File: src/rtl/core/pdp11_instruction_predecoder_defines.svh
// Assertion macros shared by the predecoder RTL.
`ifndef PDP11_INSTRUCTION_PREDECODER_DEFINES_SVH
`define PDP11_INSTRUCTION_PREDECODER_DEFINES_SVH

`ifndef SYNTHESIS
// Checked on every clock edge, switched off while reset is held.
`define PD_ASSERT(label, prop, msg) \
    label: assert property (@(posedge aclk) disable iff (!aresetn) prop) else $error(msg);
// Checked on every clock edge, reset included.
`define PD_ASSERT_RST(label, prop, msg) \
    label: assert property (@(posedge aclk) prop) else $error(msg);
`else
`define PD_ASSERT(label, prop, msg)
`define PD_ASSERT_RST(label, prop, msg)
`endif

`endif

File: src/rtl/core/pdp11_pd_pkg.sv
// Mnemonic numbers, operand format codes and result type of the PDP-11 predecoder.
package pdp11_pd_pkg;

    localparam int WORD_W = 16;

    // Operand format codes.
    localparam logic [3:0] FMT_NONE   = 4'd0;
    localparam logic [3:0] FMT_BRANCH = 4'd1;
    localparam logic [3:0] FMT_FLOAT  = 4'd2;
    localparam logic [3:0] FMT_TWO    = 4'd3;
    localparam logic [3:0] FMT_ONE    = 4'd4;
    localparam logic [3:0] FMT_REGGEN = 4'd5;
    localparam logic [3:0] FMT_SOB    = 4'd6;
    localparam logic [3:0] FMT_TRAP   = 4'd7;
    localparam logic [3:0] FMT_MARK   = 4'd8;
    localparam logic [3:0] FMT_RAW    = 4'd9;

    // First mnemonic number of each group, in dense table order.
    localparam logic [6:0] ID_MOV     = 7'd0;
    localparam logic [6:0] ID_MOVB    = 7'd6;
    localparam logic [6:0] ID_JMP     = 7'd12;
    localparam logic [6:0] ID_SWAB    = 7'd13;
    localparam logic [6:0] ID_BR      = 7'd14;
    localparam logic [6:0] ID_JSR     = 7'd21;
    localparam logic [6:0] ID_CLR     = 7'd22;
    localparam logic [6:0] ID_MARK    = 7'd34;
    localparam logic [6:0] ID_MFPI    = 7'd35;
    localparam logic [6:0] ID_HALT    = 7'd38;
    localparam logic [6:0] ID_RTS     = 7'd45;
    localparam logic [6:0] ID_NOP     = 7'd46;
    localparam logic [6:0] ID_MUL     = 7'd78;
    localparam logic [6:0] ID_SOB     = 7'd83;
    localparam logic [6:0] ID_FADD    = 7'd84;
    localparam logic [6:0] ID_BPL     = 7'd88;
    localparam logic [6:0] ID_EMT     = 7'd96;
    localparam logic [6:0] ID_TRAP    = 7'd97;
    localparam logic [6:0] ID_CLRB    = 7'd98;
    localparam logic [6:0] ID_ILLEGAL = 7'd114;

    // Opcode field values that split the groups.
    localparam logic [5:0] IDX_HALT_GRP = 6'd0;
    localparam logic [5:0] IDX_JMP      = 6'd1;
    localparam logic [5:0] IDX_RTS_GRP  = 6'd2;
    localparam logic [5:0] IDX_SWAB     = 6'd3;
    localparam logic [5:0] IDX_BR_END   = 6'd32;
    localparam logic [5:0] IDX_JSR_END  = 6'd40;
    localparam logic [5:0] IDX_ONE_END  = 6'd52;
    localparam logic [5:0] IDX_MARK     = 6'd52;
    localparam logic [5:0] IDX_MFPI     = 6'd53;
    localparam logic [5:0] IDX_GRP_END  = 6'd56;
    localparam logic [5:0] IDX_EMT_END  = 6'd36;
    localparam logic [5:0] IDX_CLRB     = 6'd40;
    localparam logic [5:0] IDX_CLR      = 6'd40;
    localparam logic [2:0] SUB_FIS      = 3'd5;
    localparam logic [2:0] SUB_SOB      = 3'd7;
    localparam logic [2:0] SUB_EIS_END  = 3'd4;
    localparam logic [15:0] FIS_ZERO_MASK = 16'o000740;

    typedef struct packed {
        logic [6:0]        mnemonic_id;
        logic [3:0]        operand_format;
        logic [2:0]        reg_field;
        logic [5:0]        src_spec;
        logic [5:0]        dst_spec;
        logic [WORD_W-1:0] src_value;
        logic [WORD_W-1:0] dst_value;
        logic [WORD_W-1:0] branch_target;
        logic [7:0]        small_immediate;
        logic [1:0]        ext_words_used;
        logic [WORD_W-1:0] next_addr;
    } dec_result_t;

endpackage

File: src/rtl/core/pdp11_instruction_predecoder.sv
// PDP-11 instruction predecoder: input register, single-pass decode, result register.

// One instruction window (word, address and the two following words) is taken per beat
// and one decoded result is given per beat. A beat can be accepted in every clock cycle
// while the result register is not stalled; the result passes through the input register
// and then the result register, with the whole opcode decode and the operand address
// adders between them. While the result register is stalled the input register still
// takes one more beat. All address arithmetic wraps modulo 2^16.
`include "pdp11_instruction_predecoder_defines.svh"

module pdp11_instruction_predecoder (
    input  logic        aclk,
    input  logic        aresetn,
    input  logic        s_valid,
    output logic        s_ready,
    input  logic [15:0] s_inst_word,
    input  logic [15:0] s_inst_addr,
    input  logic [15:0] s_ext_word_first,
    input  logic [15:0] s_ext_word_second,
    output logic        m_valid,
    input  logic        m_ready,
    output logic [6:0]  m_mnemonic_id,
    output logic [3:0]  m_operand_format,
    output logic [2:0]  m_reg_field,
    output logic [5:0]  m_src_spec,
    output logic [5:0]  m_dst_spec,
    output logic [15:0] m_src_value,
    output logic [15:0] m_dst_value,
    output logic [15:0] m_branch_target,
    output logic [7:0]  m_small_immediate,
    output logic [1:0]  m_ext_words_used,
    output logic [15:0] m_next_addr
);

    logic        stage_valid_reg;
    logic [15:0] inst_reg;
    logic [15:0] addr_reg;
    logic [15:0] ext1_reg;
    logic [15:0] ext2_reg;
    logic        out_valid_reg;
    pdp11_pd_pkg::dec_result_t res_reg;
    pdp11_pd_pkg::dec_result_t res_next;
    logic        out_advance;

    // An operand takes an extension word for immediate, absolute, index and deferred index.
    function automatic logic operand_needs(input logic [5:0] spec);
        operand_needs = ((spec[5:3] == 3'd2 || spec[5:3] == 3'd3) && spec[2:0] == 3'd7)
                        || spec[5:4] == 2'b11;
    endfunction

    function automatic logic operand_pc_rel(input logic [5:0] spec);
        operand_pc_rel = spec[5:4] == 2'b11 && spec[2:0] == 3'd7;
    endfunction

    assign out_advance = !out_valid_reg || m_ready;
    assign s_ready     = !stage_valid_reg || out_advance;

    always_ff @(posedge aclk) begin
        if (!aresetn) begin
            stage_valid_reg <= 1'b0;
        end else if (s_ready) begin
            stage_valid_reg <= s_valid;
        end
        if (s_valid && s_ready) begin
            inst_reg <= s_inst_word;
            addr_reg <= s_inst_addr;
            ext1_reg <= s_ext_word_first;
            ext2_reg <= s_ext_word_second;
        end
    end

    always_comb begin
        logic [3:0]  top;
        logic [5:0]  idx;
        logic [5:0]  low;
        logic [2:0]  sub;
        logic [6:0]  id;
        logic [3:0]  fmt;
        logic [2:0]  rts_reg;
        logic        src_need;
        logic        dst_need;
        logic [15:0] pc0;
        logic [15:0] pc_src;
        logic [15:0] pc_dst;
        logic [15:0] dst_word;
        top     = inst_reg[15:12];
        idx     = inst_reg[11:6];
        low     = inst_reg[5:0];
        sub     = inst_reg[11:9];
        id      = pdp11_pd_pkg::ID_ILLEGAL;
        fmt     = pdp11_pd_pkg::FMT_RAW;
        rts_reg = 3'd0;

        case (top)
            4'd1, 4'd2, 4'd3, 4'd4, 4'd5, 4'd6: begin
                id  = pdp11_pd_pkg::ID_MOV + 7'(top) - 7'd1;
                fmt = pdp11_pd_pkg::FMT_TWO;
            end
            4'd9, 4'd10, 4'd11, 4'd12, 4'd13, 4'd14: begin
                id  = pdp11_pd_pkg::ID_MOVB + 7'(top) - 7'd9;
                fmt = pdp11_pd_pkg::FMT_TWO;
            end
            4'd0: begin
                if (idx == pdp11_pd_pkg::IDX_HALT_GRP) begin
                    if (low < 6'd7) begin
                        id  = pdp11_pd_pkg::ID_HALT + 7'(low[2:0]);
                        fmt = pdp11_pd_pkg::FMT_NONE;
                    end
                end else if (idx == pdp11_pd_pkg::IDX_JMP) begin
                    id  = pdp11_pd_pkg::ID_JMP;
                    fmt = pdp11_pd_pkg::FMT_ONE;
                end else if (idx == pdp11_pd_pkg::IDX_RTS_GRP) begin
                    if (low < 6'd8) begin
                        id      = pdp11_pd_pkg::ID_RTS;
                        fmt     = pdp11_pd_pkg::FMT_NONE;
                        rts_reg = inst_reg[2:0];
                    end else if (low[5]) begin
                        // Condition-code operators, one number per code.
                        id  = pdp11_pd_pkg::ID_NOP + 7'(low[4:0]);
                        fmt = pdp11_pd_pkg::FMT_NONE;
                    end
                end else if (idx == pdp11_pd_pkg::IDX_SWAB) begin
                    id  = pdp11_pd_pkg::ID_SWAB;
                    fmt = pdp11_pd_pkg::FMT_ONE;
                end else if (idx < pdp11_pd_pkg::IDX_BR_END) begin
                    id  = pdp11_pd_pkg::ID_BR + 7'(idx[4:2]) - 7'd1;
                    fmt = pdp11_pd_pkg::FMT_BRANCH;
                end else if (idx < pdp11_pd_pkg::IDX_JSR_END) begin
                    id  = pdp11_pd_pkg::ID_JSR;
                    fmt = pdp11_pd_pkg::FMT_REGGEN;
                end else if (idx < pdp11_pd_pkg::IDX_ONE_END) begin
                    id  = pdp11_pd_pkg::ID_CLR + 7'(idx - pdp11_pd_pkg::IDX_CLR);
                    fmt = pdp11_pd_pkg::FMT_ONE;
                end else if (idx == pdp11_pd_pkg::IDX_MARK) begin
                    id  = pdp11_pd_pkg::ID_MARK;
                    fmt = pdp11_pd_pkg::FMT_MARK;
                end else if (idx < pdp11_pd_pkg::IDX_GRP_END) begin
                    id  = pdp11_pd_pkg::ID_MFPI + 7'(idx - pdp11_pd_pkg::IDX_MFPI);
                    fmt = pdp11_pd_pkg::FMT_ONE;
                end
            end
            4'd7: begin
                if (sub <= pdp11_pd_pkg::SUB_EIS_END) begin
                    id  = pdp11_pd_pkg::ID_MUL + 7'(sub);
                    fmt = pdp11_pd_pkg::FMT_REGGEN;
                end else if (sub == pdp11_pd_pkg::SUB_FIS) begin
                    if ((inst_reg & pdp11_pd_pkg::FIS_ZERO_MASK) == 16'd0) begin
                        id  = pdp11_pd_pkg::ID_FADD + 7'(inst_reg[4:3]);
                        fmt = pdp11_pd_pkg::FMT_FLOAT;
                    end
                end else if (sub == pdp11_pd_pkg::SUB_SOB) begin
                    id  = pdp11_pd_pkg::ID_SOB;
                    fmt = pdp11_pd_pkg::FMT_SOB;
                end
            end
            4'd8: begin
                if (idx < pdp11_pd_pkg::IDX_BR_END) begin
                    id  = pdp11_pd_pkg::ID_BPL + 7'(idx[4:2]);
                    fmt = pdp11_pd_pkg::FMT_BRANCH;
                end else if (idx < pdp11_pd_pkg::IDX_EMT_END) begin
                    id  = pdp11_pd_pkg::ID_EMT;
                    fmt = pdp11_pd_pkg::FMT_TRAP;
                end else if (idx < pdp11_pd_pkg::IDX_JSR_END) begin
                    id  = pdp11_pd_pkg::ID_TRAP;
                    fmt = pdp11_pd_pkg::FMT_TRAP;
                end else if (idx < pdp11_pd_pkg::IDX_GRP_END) begin
                    id  = pdp11_pd_pkg::ID_CLRB + 7'(idx - pdp11_pd_pkg::IDX_CLRB);
                    fmt = pdp11_pd_pkg::FMT_ONE;
                end
            end
            default: begin
                id  = pdp11_pd_pkg::ID_ILLEGAL;
                fmt = pdp11_pd_pkg::FMT_RAW;
            end
        endcase

        // The first operand needing a word takes the first extension word.
        src_need = fmt == pdp11_pd_pkg::FMT_TWO && operand_needs(idx);
        dst_need = (fmt == pdp11_pd_pkg::FMT_TWO || fmt == pdp11_pd_pkg::FMT_ONE
                    || fmt == pdp11_pd_pkg::FMT_REGGEN) && operand_needs(low);
        pc0      = addr_reg + 16'd2;
        pc_src   = src_need ? pc0 + 16'd2 : pc0;
        pc_dst   = pc_src + 16'd2;
        dst_word = src_need ? ext2_reg : ext1_reg;

        res_next                 = '0;
        res_next.mnemonic_id     = id;
        res_next.operand_format  = fmt;
        res_next.ext_words_used  = {src_need && dst_need, src_need ^ dst_need};
        res_next.next_addr       = pc0 + {13'd0, res_next.ext_words_used, 1'b0};
        if (src_need) begin
            res_next.src_value = operand_pc_rel(idx) ? pc_src + ext1_reg : ext1_reg;
        end
        if (dst_need) begin
            res_next.dst_value = operand_pc_rel(low) ? pc_dst + dst_word : dst_word;
        end

        case (fmt)
            pdp11_pd_pkg::FMT_BRANCH: begin
                res_next.branch_target = pc0 + {{7{inst_reg[7]}}, inst_reg[7:0], 1'b0};
            end
            pdp11_pd_pkg::FMT_FLOAT: begin
                res_next.reg_field = inst_reg[2:0];
            end
            pdp11_pd_pkg::FMT_TWO: begin
                res_next.src_spec = idx;
                res_next.dst_spec = low;
            end
            pdp11_pd_pkg::FMT_ONE: begin
                res_next.dst_spec = low;
            end
            pdp11_pd_pkg::FMT_REGGEN: begin
                res_next.reg_field = inst_reg[8:6];
                res_next.dst_spec  = low;
            end
            pdp11_pd_pkg::FMT_SOB: begin
                res_next.reg_field     = inst_reg[8:6];
                res_next.branch_target = pc0 - {9'd0, low, 1'b0};
            end
            pdp11_pd_pkg::FMT_TRAP: begin
                res_next.small_immediate = inst_reg[7:0];
            end
            pdp11_pd_pkg::FMT_MARK: begin
                res_next.small_immediate = {2'd0, low};
            end
            pdp11_pd_pkg::FMT_NONE: begin
                res_next.reg_field = rts_reg;
            end
            default: begin
                res_next.reg_field = 3'd0;
            end
        endcase
    end

    always_ff @(posedge aclk) begin
        if (!aresetn) begin
            out_valid_reg <= 1'b0;
        end else if (out_advance) begin
            out_valid_reg <= stage_valid_reg;
        end
        if (out_advance && stage_valid_reg) begin
            res_reg <= res_next;
        end
    end

    assign m_valid           = out_valid_reg;
    assign m_mnemonic_id     = res_reg.mnemonic_id;
    assign m_operand_format  = res_reg.operand_format;
    assign m_reg_field       = res_reg.reg_field;
    assign m_src_spec        = res_reg.src_spec;
    assign m_dst_spec        = res_reg.dst_spec;
    assign m_src_value       = res_reg.src_value;
    assign m_dst_value       = res_reg.dst_value;
    assign m_branch_target   = res_reg.branch_target;
    assign m_small_immediate = res_reg.small_immediate;
    assign m_ext_words_used  = res_reg.ext_words_used;
    assign m_next_addr       = res_reg.next_addr;

    `PD_ASSERT_RST(a_reset_clears_out, !aresetn |=> !m_valid, "result valid after reset")
    `PD_ASSERT(a_stall_accept_empty, s_valid && s_ready && m_valid && !m_ready |-> !stage_valid_reg, "input register overwritten while result stalled")
    `PD_ASSERT(a_stage_moves_on, stage_valid_reg && (!m_valid || m_ready) |=> m_valid, "decoded beat lost between registers")
    `PD_ASSERT(a_words_in_range, m_valid |-> m_ext_words_used != 2'd3, "more than two extension words used")
    `PD_ASSERT(a_raw_is_bare, m_valid && m_operand_format == pdp11_pd_pkg::FMT_RAW |-> m_ext_words_used == 2'd0 && m_branch_target == 16'd0 && m_mnemonic_id == pdp11_pd_pkg::ID_ILLEGAL, "illegal word with operand fields")

endmodule

File: config.mk
export PLATFORM = sky130hd
export DESIGN_NAME = pdp11_instruction_predecoder
export DESIGN_NICKNAME = d
export VERILOG_FILES = /design/src/rtl/core/pdp11_pd_pkg.sv /design/src/rtl/core/pdp11_instruction_predecoder.sv
export VERILOG_INCLUDE_DIRS = /design/src /design/src/rtl/core
export SDC_FILE = /design/constraint.sdc
export NUM_CORES = 1
export LEC_CHECK = 0
export BUFFER_PORTS_ARGS = -buffer_cell sky130_fd_sc_hd__clkbuf_2
export CAP_MARGIN = 20
export CELL_PAD_IN_SITES_DETAIL_PLACEMENT = 0
export CELL_PAD_IN_SITES_GLOBAL_PLACEMENT = 1
export CORE_MARGIN = 2
export CORE_UTILIZATION = 45
export CTS_CLUSTER_DIAMETER = 80
export DETAILED_ROUTE_END_ITERATION = 10
export PLACE_DENSITY_LB_ADDON = 0.25
export SYNTH_ARGS = -nofsm -noshare
export SYNTH_HDL_FRONTEND = slang
export SYNTH_SLANG_ARGS = --single-unit
File: constraint.sdc
create_clock -name aclk -period 6.3 [get_ports aclk]
set_input_delay 0 -clock aclk [delete_from_list [all_inputs] [get_ports aclk]]
set_output_delay 0 -clock aclk [all_outputs]
set_load 0.05 [all_outputs]
# Word level (Yosys, flattened, before mapping)
# Cells that the tools add are included.
# word_totals
elab_cells,166
input_bits,68
ff_bits,166
out_inout_bits,102
# op_classes
order_cmp,8
n_addsub,23
n_reduce_logical,28
muxes,53
bitwise,1
n_eq_ne,36
# op_table
cell,count
two-way mux 7 bit,19
two-way mux 4 bit,19
two-way mux 16 bit,4
adder 16 bit,3
"adder 16 x 2 -> 16 bit, second input constant",3
case mux 7 bit (5 select lines),1
"equality test 4 x 3 -> 1 bit, second input constant",8
"equality test 4 bit, second input constant",8
case mux 16 bit (2 select lines),1
"less-than comparator 6 bit, second input constant",5
adder 16 x 3 -> 16 bit,1
"equality test 4 x 2 -> 1 bit, second input constant",4
zero test 16 bit,1
case mux 4 bit (4 select lines),1
case mux 8 bit (2 select lines),1
subtractor 16 x 7 -> 16 bit,1
two-way mux 3 bit,5
"adder 7 x 3 -> 7 bit, first input constant",2
"subtractor 6 x 6 -> 7 bit, second input constant",2
"equality test 3 x 2 -> 1 bit, second input constant",4
"equality test 3 bit, second input constant",4
"equality test 6 x 2 -> 1 bit, second input constant",2
OR reduction 12 bit,1
OR reduction 6 bit,2
other kinds (28),47

# Logic depth before layout (Yosys ltp)
# depth
depth_word,17
ltp_mapped,29
ltp_nobuf,27

# Least setup slack after synthesis
# Ideal clock, no wire load.
# synth_path
path_type,register to register
startpoint,"register out_valid_reg, in the netlist m_valid"
endpoint,"register res_reg, in the netlist m_branch_target[0], enable pin"
stages_incl_launch_ff,3
setup_slack_ns,0.582
t_required_ns,5.728
arrival_time_ns,5.146
synth_period_minus_slack_ns,5.718
setup_time_ns,0.572
path_buffers,0
cell_sequence,dfxtp_1 nor2b_1 nor2b_1
# synth_between
elab_chain_len,3
# synth_lines
item,line_no,source
"start, declared",pdp11_instruction_predecoder.sv:40,logic out_valid_reg;
"start signal, assigned",pdp11_instruction_predecoder.sv:239,out_valid_reg <= stage_valid_reg;
zero test 1 bit,pdp11_instruction_predecoder.sv:55,assign out_advance = !out_valid_reg || m_ready;
logical OR 1 bit,pdp11_instruction_predecoder.sv:55,
logical AND 1 bit,pdp11_instruction_predecoder.sv:241,if (out_advance && stage_valid_reg) begin
"end signal, assigned",pdp11_instruction_predecoder.sv:242,res_reg <= res_next;
"end, declared",pdp11_instruction_predecoder.sv:41,pdp11_pd_pkg::dec_result_t res_reg;
# Every way passes these cells.
# A chain may end at the register's enable or synchronous reset.

# Worst setup path in the final report
# layout_path
startpoint,register inst_reg[10]
endpoint,"register res_reg, in the netlist m_src_value[15], data pin"
# layout_between
elab_chain_len,16
word_cells_on_any_way,41
cone_classes,1 x add/sub; 6 x order compare; 10 x eq/ne; 18 x mux; 6 x reduce/logical
# layout_lines
item,line_no,source
"start, declared",pdp11_instruction_predecoder.sv:36,logic [15:0] inst_reg;
"start signal, assigned",pdp11_instruction_predecoder.sv:65,inst_reg <= s_inst_word;
less-than comparator 6 bit,"pdp11_instruction_predecoder.sv:137, pdp11_instruction_predecoder.sv:166",
two-way mux 4 bit,"pdp11_instruction_predecoder.sv:137, pdp11_instruction_predecoder.sv:166",
two-way mux 4 bit,pdp11_instruction_predecoder.sv:134,end else if (idx == pdp11_pd_pkg::IDX_MARK) begin
two-way mux 4 bit,pdp11_instruction_predecoder.sv:131,end else if (idx < pdp11_pd_pkg::IDX_ONE_END) begin
two-way mux 4 bit,pdp11_instruction_predecoder.sv:128,end else if (idx < pdp11_pd_pkg::IDX_JSR_END) begin
two-way mux 4 bit,pdp11_instruction_predecoder.sv:125,end else if (idx < pdp11_pd_pkg::IDX_BR_END) begin
two-way mux 4 bit,pdp11_instruction_predecoder.sv:122,end else if (idx == pdp11_pd_pkg::IDX_SWAB) begin
two-way mux 4 bit,pdp11_instruction_predecoder.sv:112,end else if (idx == pdp11_pd_pkg::IDX_RTS_GRP) begin
two-way mux 4 bit,pdp11_instruction_predecoder.sv:109,end else if (idx == pdp11_pd_pkg::IDX_JMP) begin
two-way mux 4 bit,pdp11_instruction_predecoder.sv:104,if (idx == pdp11_pd_pkg::IDX_HALT_GRP) begin
case mux 4 bit (4 select lines),pdp11_instruction_predecoder.sv:94,case (top)
equality test 4 x 2 -> 1 bit,pdp11_instruction_predecoder.sv:178,src_need = fmt == pdp11_pd_pkg::FMT_TWO && operand_needs(idx);
logical AND 1 bit,pdp11_instruction_predecoder.sv:178,
two-way mux 16 bit,pdp11_instruction_predecoder.sv:182,pc_src = src_need ? pc0 + 16'd2 : pc0;
adder 16 bit,pdp11_instruction_predecoder.sv:192,res_next.src_value = operand_pc_rel(idx) ? pc_src + ext1_reg : ext1_reg;
two-way mux 16 bit,pdp11_instruction_predecoder.sv:192,
# Several ways; a longest one is shown, not always the timed one.

==> results.py <==
metrics = {
    "global_route": {
        "gr-usage-all-layers_pct": 23.4,
        "grt_pass1_wl_microns": 44200,
        "antenna_found_initial": 0,
        "grt_pass1_vias": 8029,
        "grt_overflow_total": 0,
        "grt_max_degree": 72,
    },
    "power_and_ir_drop": {
        "ir_drop_mv": 0.184,
        "power_mw": 3.21,
        "power.leakage_nw": 5.38,
        "cellPowerDensity_nw_per_um2": 242,
    },
    "layout": {
        "fin_area_sq_um": 13300,
        "num-nets-final": 1425,
        "fillCellCount": 2111,
        "instances_no_fill": 1594,
        "final_common_cell": "clkbuf_2",
        "layout_common_cells": "clkbuf_2 (169), edfxtp_1 (164), ha_1 (91)",
        "layout-drive-gt1-share_pct": 19.1,
        "syn_to_final_growth_pct": 23.7,
        "antenna_cells": 0,
    },
    "sta": {
        "hold_ws_ns": 0.274,
        "finalSetupTns_ns": 0,
        "worst_pin_slew_ns": 0.959,
        "finalSetupViolCount": 0,
        "grt_setup_unrepaired": "no",
        "skew_ns": 0.0115,
        "min_period_ns": 5.85,
        "fmax_mhz": 171,
        "slew_violations": 0,
        "final.period_utilization_pct": 92.9,
        "slew_headroom_pct": 35.9,
        "hold_viol": 0,
    },
    "cts": {
        "clockBufferDepth": 2,
        "cts_root_buffer": "clkbuf_16",
        "clk_pin_slew_ns": 0.07,
        "cts_sinks": 166,
        "clk_latency_ns": 0.43,
        "htree_levels": 4,
        "cts_tree": "done",
        "cts_buffers": 17,
    },
    "worst_setup_path": {
        "cp_max_fo": 22,
        "worstSetupPathType": "reg2reg",
        "crit_path_start_kind": "register",
        "worstPathRequired_ns": 6.60,
        "crit_arrival_ns": 6.15,
        "crit_path_end_kind": "register",
        "rrSetupSlack_ns": 0.45,
    },
    "place": {
        "portBuffers": 169,
        "placed_cells": 1494,
        "dp_hpwl_microns": 21400,
        "place_area_sq_um": 12000,
        "place_congestion": 0.902,
    },
    "die": {
        "rows": 56,
        "fp.dieW_microns": 158,
        "die_y_microns": 158,
        "io_pins": 170,
        "start_util_pct": 45.8,
        "die_area_sq_um": 25100,
        "core_sq_um": 23400,
    },
    "drt": {
        "wl_per_cell_microns": 18.2,
        "drt_first_pass_iters": 5,
        "drt_iter0_markers": 573,
        "via_per_inst": 5.44,
        "wl_microns": 29000,
        "vias": 8673,
        "ant_nets": 0,
        "drc_errors": 0,
    },
    "logic_synthesis": {
        "yosysUniqueCellTypes": 79,
        "avgSynthCellArea_sq_um": 10.5,
        "synth_cells": 1024,
        "ys_warn_count": 0,
        "syn_area_sq_um": 10700,
        "synth_top_flop_cell": "edfxtp_1",
        "yosysSeqAreaShare_pct": 46.3,
        "syn_nets": 1187,
        "async_flop_share_pct": 0,
        "yosys_register_bits": 166,
        "synth-edff-count": 164,
    },
    "flow_run": {
        "drv_cap": 0,
    },
    "status": {
        "status": "finished clean",
    },
    "worst_hold_path": {
        "hp-class": "in2reg",
    },
}
worst max-delay path, stage by stage (launching register included):
cell	delay, ns
edfxtp_1	0.55
inv_1	0.32
ha_1	0.21
inv_1	0.04
ha_1	0.29
nand4b_1	0.17
a211oi_1	0.09
a311oi_2	0.32
nand3_1	0.16
nor2_1	0.20
nand2_1	0.12
buf_4	0.23
nor4_1	0.44
xnor2_1	0.26
ha_1	0.35
a2111o_1	0.49
o2111ai_1	0.32
a31oi_1	0.18
a31oi_1	0.25
nand2_1	0.08
or3_4	0.36
a21o_1	0.19
a21oi_2	0.12
stage by stage:
step | utilization, % | worst slack [ns]
floorplan | - | 0.582
global route | 56.6 | 0.0334
detailed placement | 51.1 | 0.551
CTS | 56.6 | 0.487
finish | 56.6 | 0.446
global placement | 51.1 | 0.686
what timing repair did:
action	4_1_cts	5_1_grt
hold buffers	68	0
setup endpoints to repair	0	1
resized for setup	0	1
endpoints found under the hold margin	66	0
buffers inserted	0	0
cell usage after synthesis, types with 10 or more instances:
cell	instances	share of area, %
nor2_1	83	2.9
clkbuf_1	27	0.95
xnor2_1	57	4.7
or3_1	11	0.64
a211oi_1	14	0.98
a21o_1	11	0.77
o211ai_1	11	0.77
ha_1	91	11
nor3_1	33	1.5
edfxtp_1	164	46
nand3_1	28	1.3
a21oi_1	69	3.2
nand2_1	80	2.8
o21ai_0	43	2.0
inv_1	54	1.9
xor2_1	20	1.6
nor2b_1	23	1.3
mux2_1	10	1.1
nand2b_1	16	0.93
and2_1	15	0.88
final timing paths:
check	cells after the start	startpoint	endpoint
min reg2reg	0	addr_reg[0]	m_next_addr[0]
min	2	s_ext_word_first[1]	ext1_reg[1]
max	22	inst_reg[10]	m_src_value[15]
max reg2reg	22	inst_reg[10]	m_src_value[15]
final cells by class:
class	instances	area [sq um]	share of cell area, %
clock buffer	17	425	3.21
clock inverter	15	179	1.35
sequential	166	4960	37.5
inverter	57	214	1.61
tap	319	399	3.01
multi-input combinational	762	5390	40.7
timing repair buffer	258	1680	12.7
power by group:
part | switching (mW) | internal [mW] | leakage, nW
registers | 0.0433 | 1.29 | 1.56
logic | 0.499 | 0.282 | 3.52
clock network | 0.488 | 0.603 | 0.297
total | 1.03 | 2.18 | 5.38
metal layers:
metal	share of wire, %	global-route usage [%]
met1	47	33.6
met3	5.9	3.86
met4	1.8	6.86
met2	45	36.4
met5	0	0
cell families after synthesis:
logic type                 after synthesis  synth area share [%]
AOI/OAI and AO/OA                      229                  14.2
xor gates and xnor gates                78                  6.50
adders and majority gates               95                  11.4
buffers and inverters                   96                  3.50
DFF                                    166                  46.3
muxes                                   21                  2.10
and+or+nand+nor                        339                  16.0
Note: power is estimated with default switching activity, not from simulation.
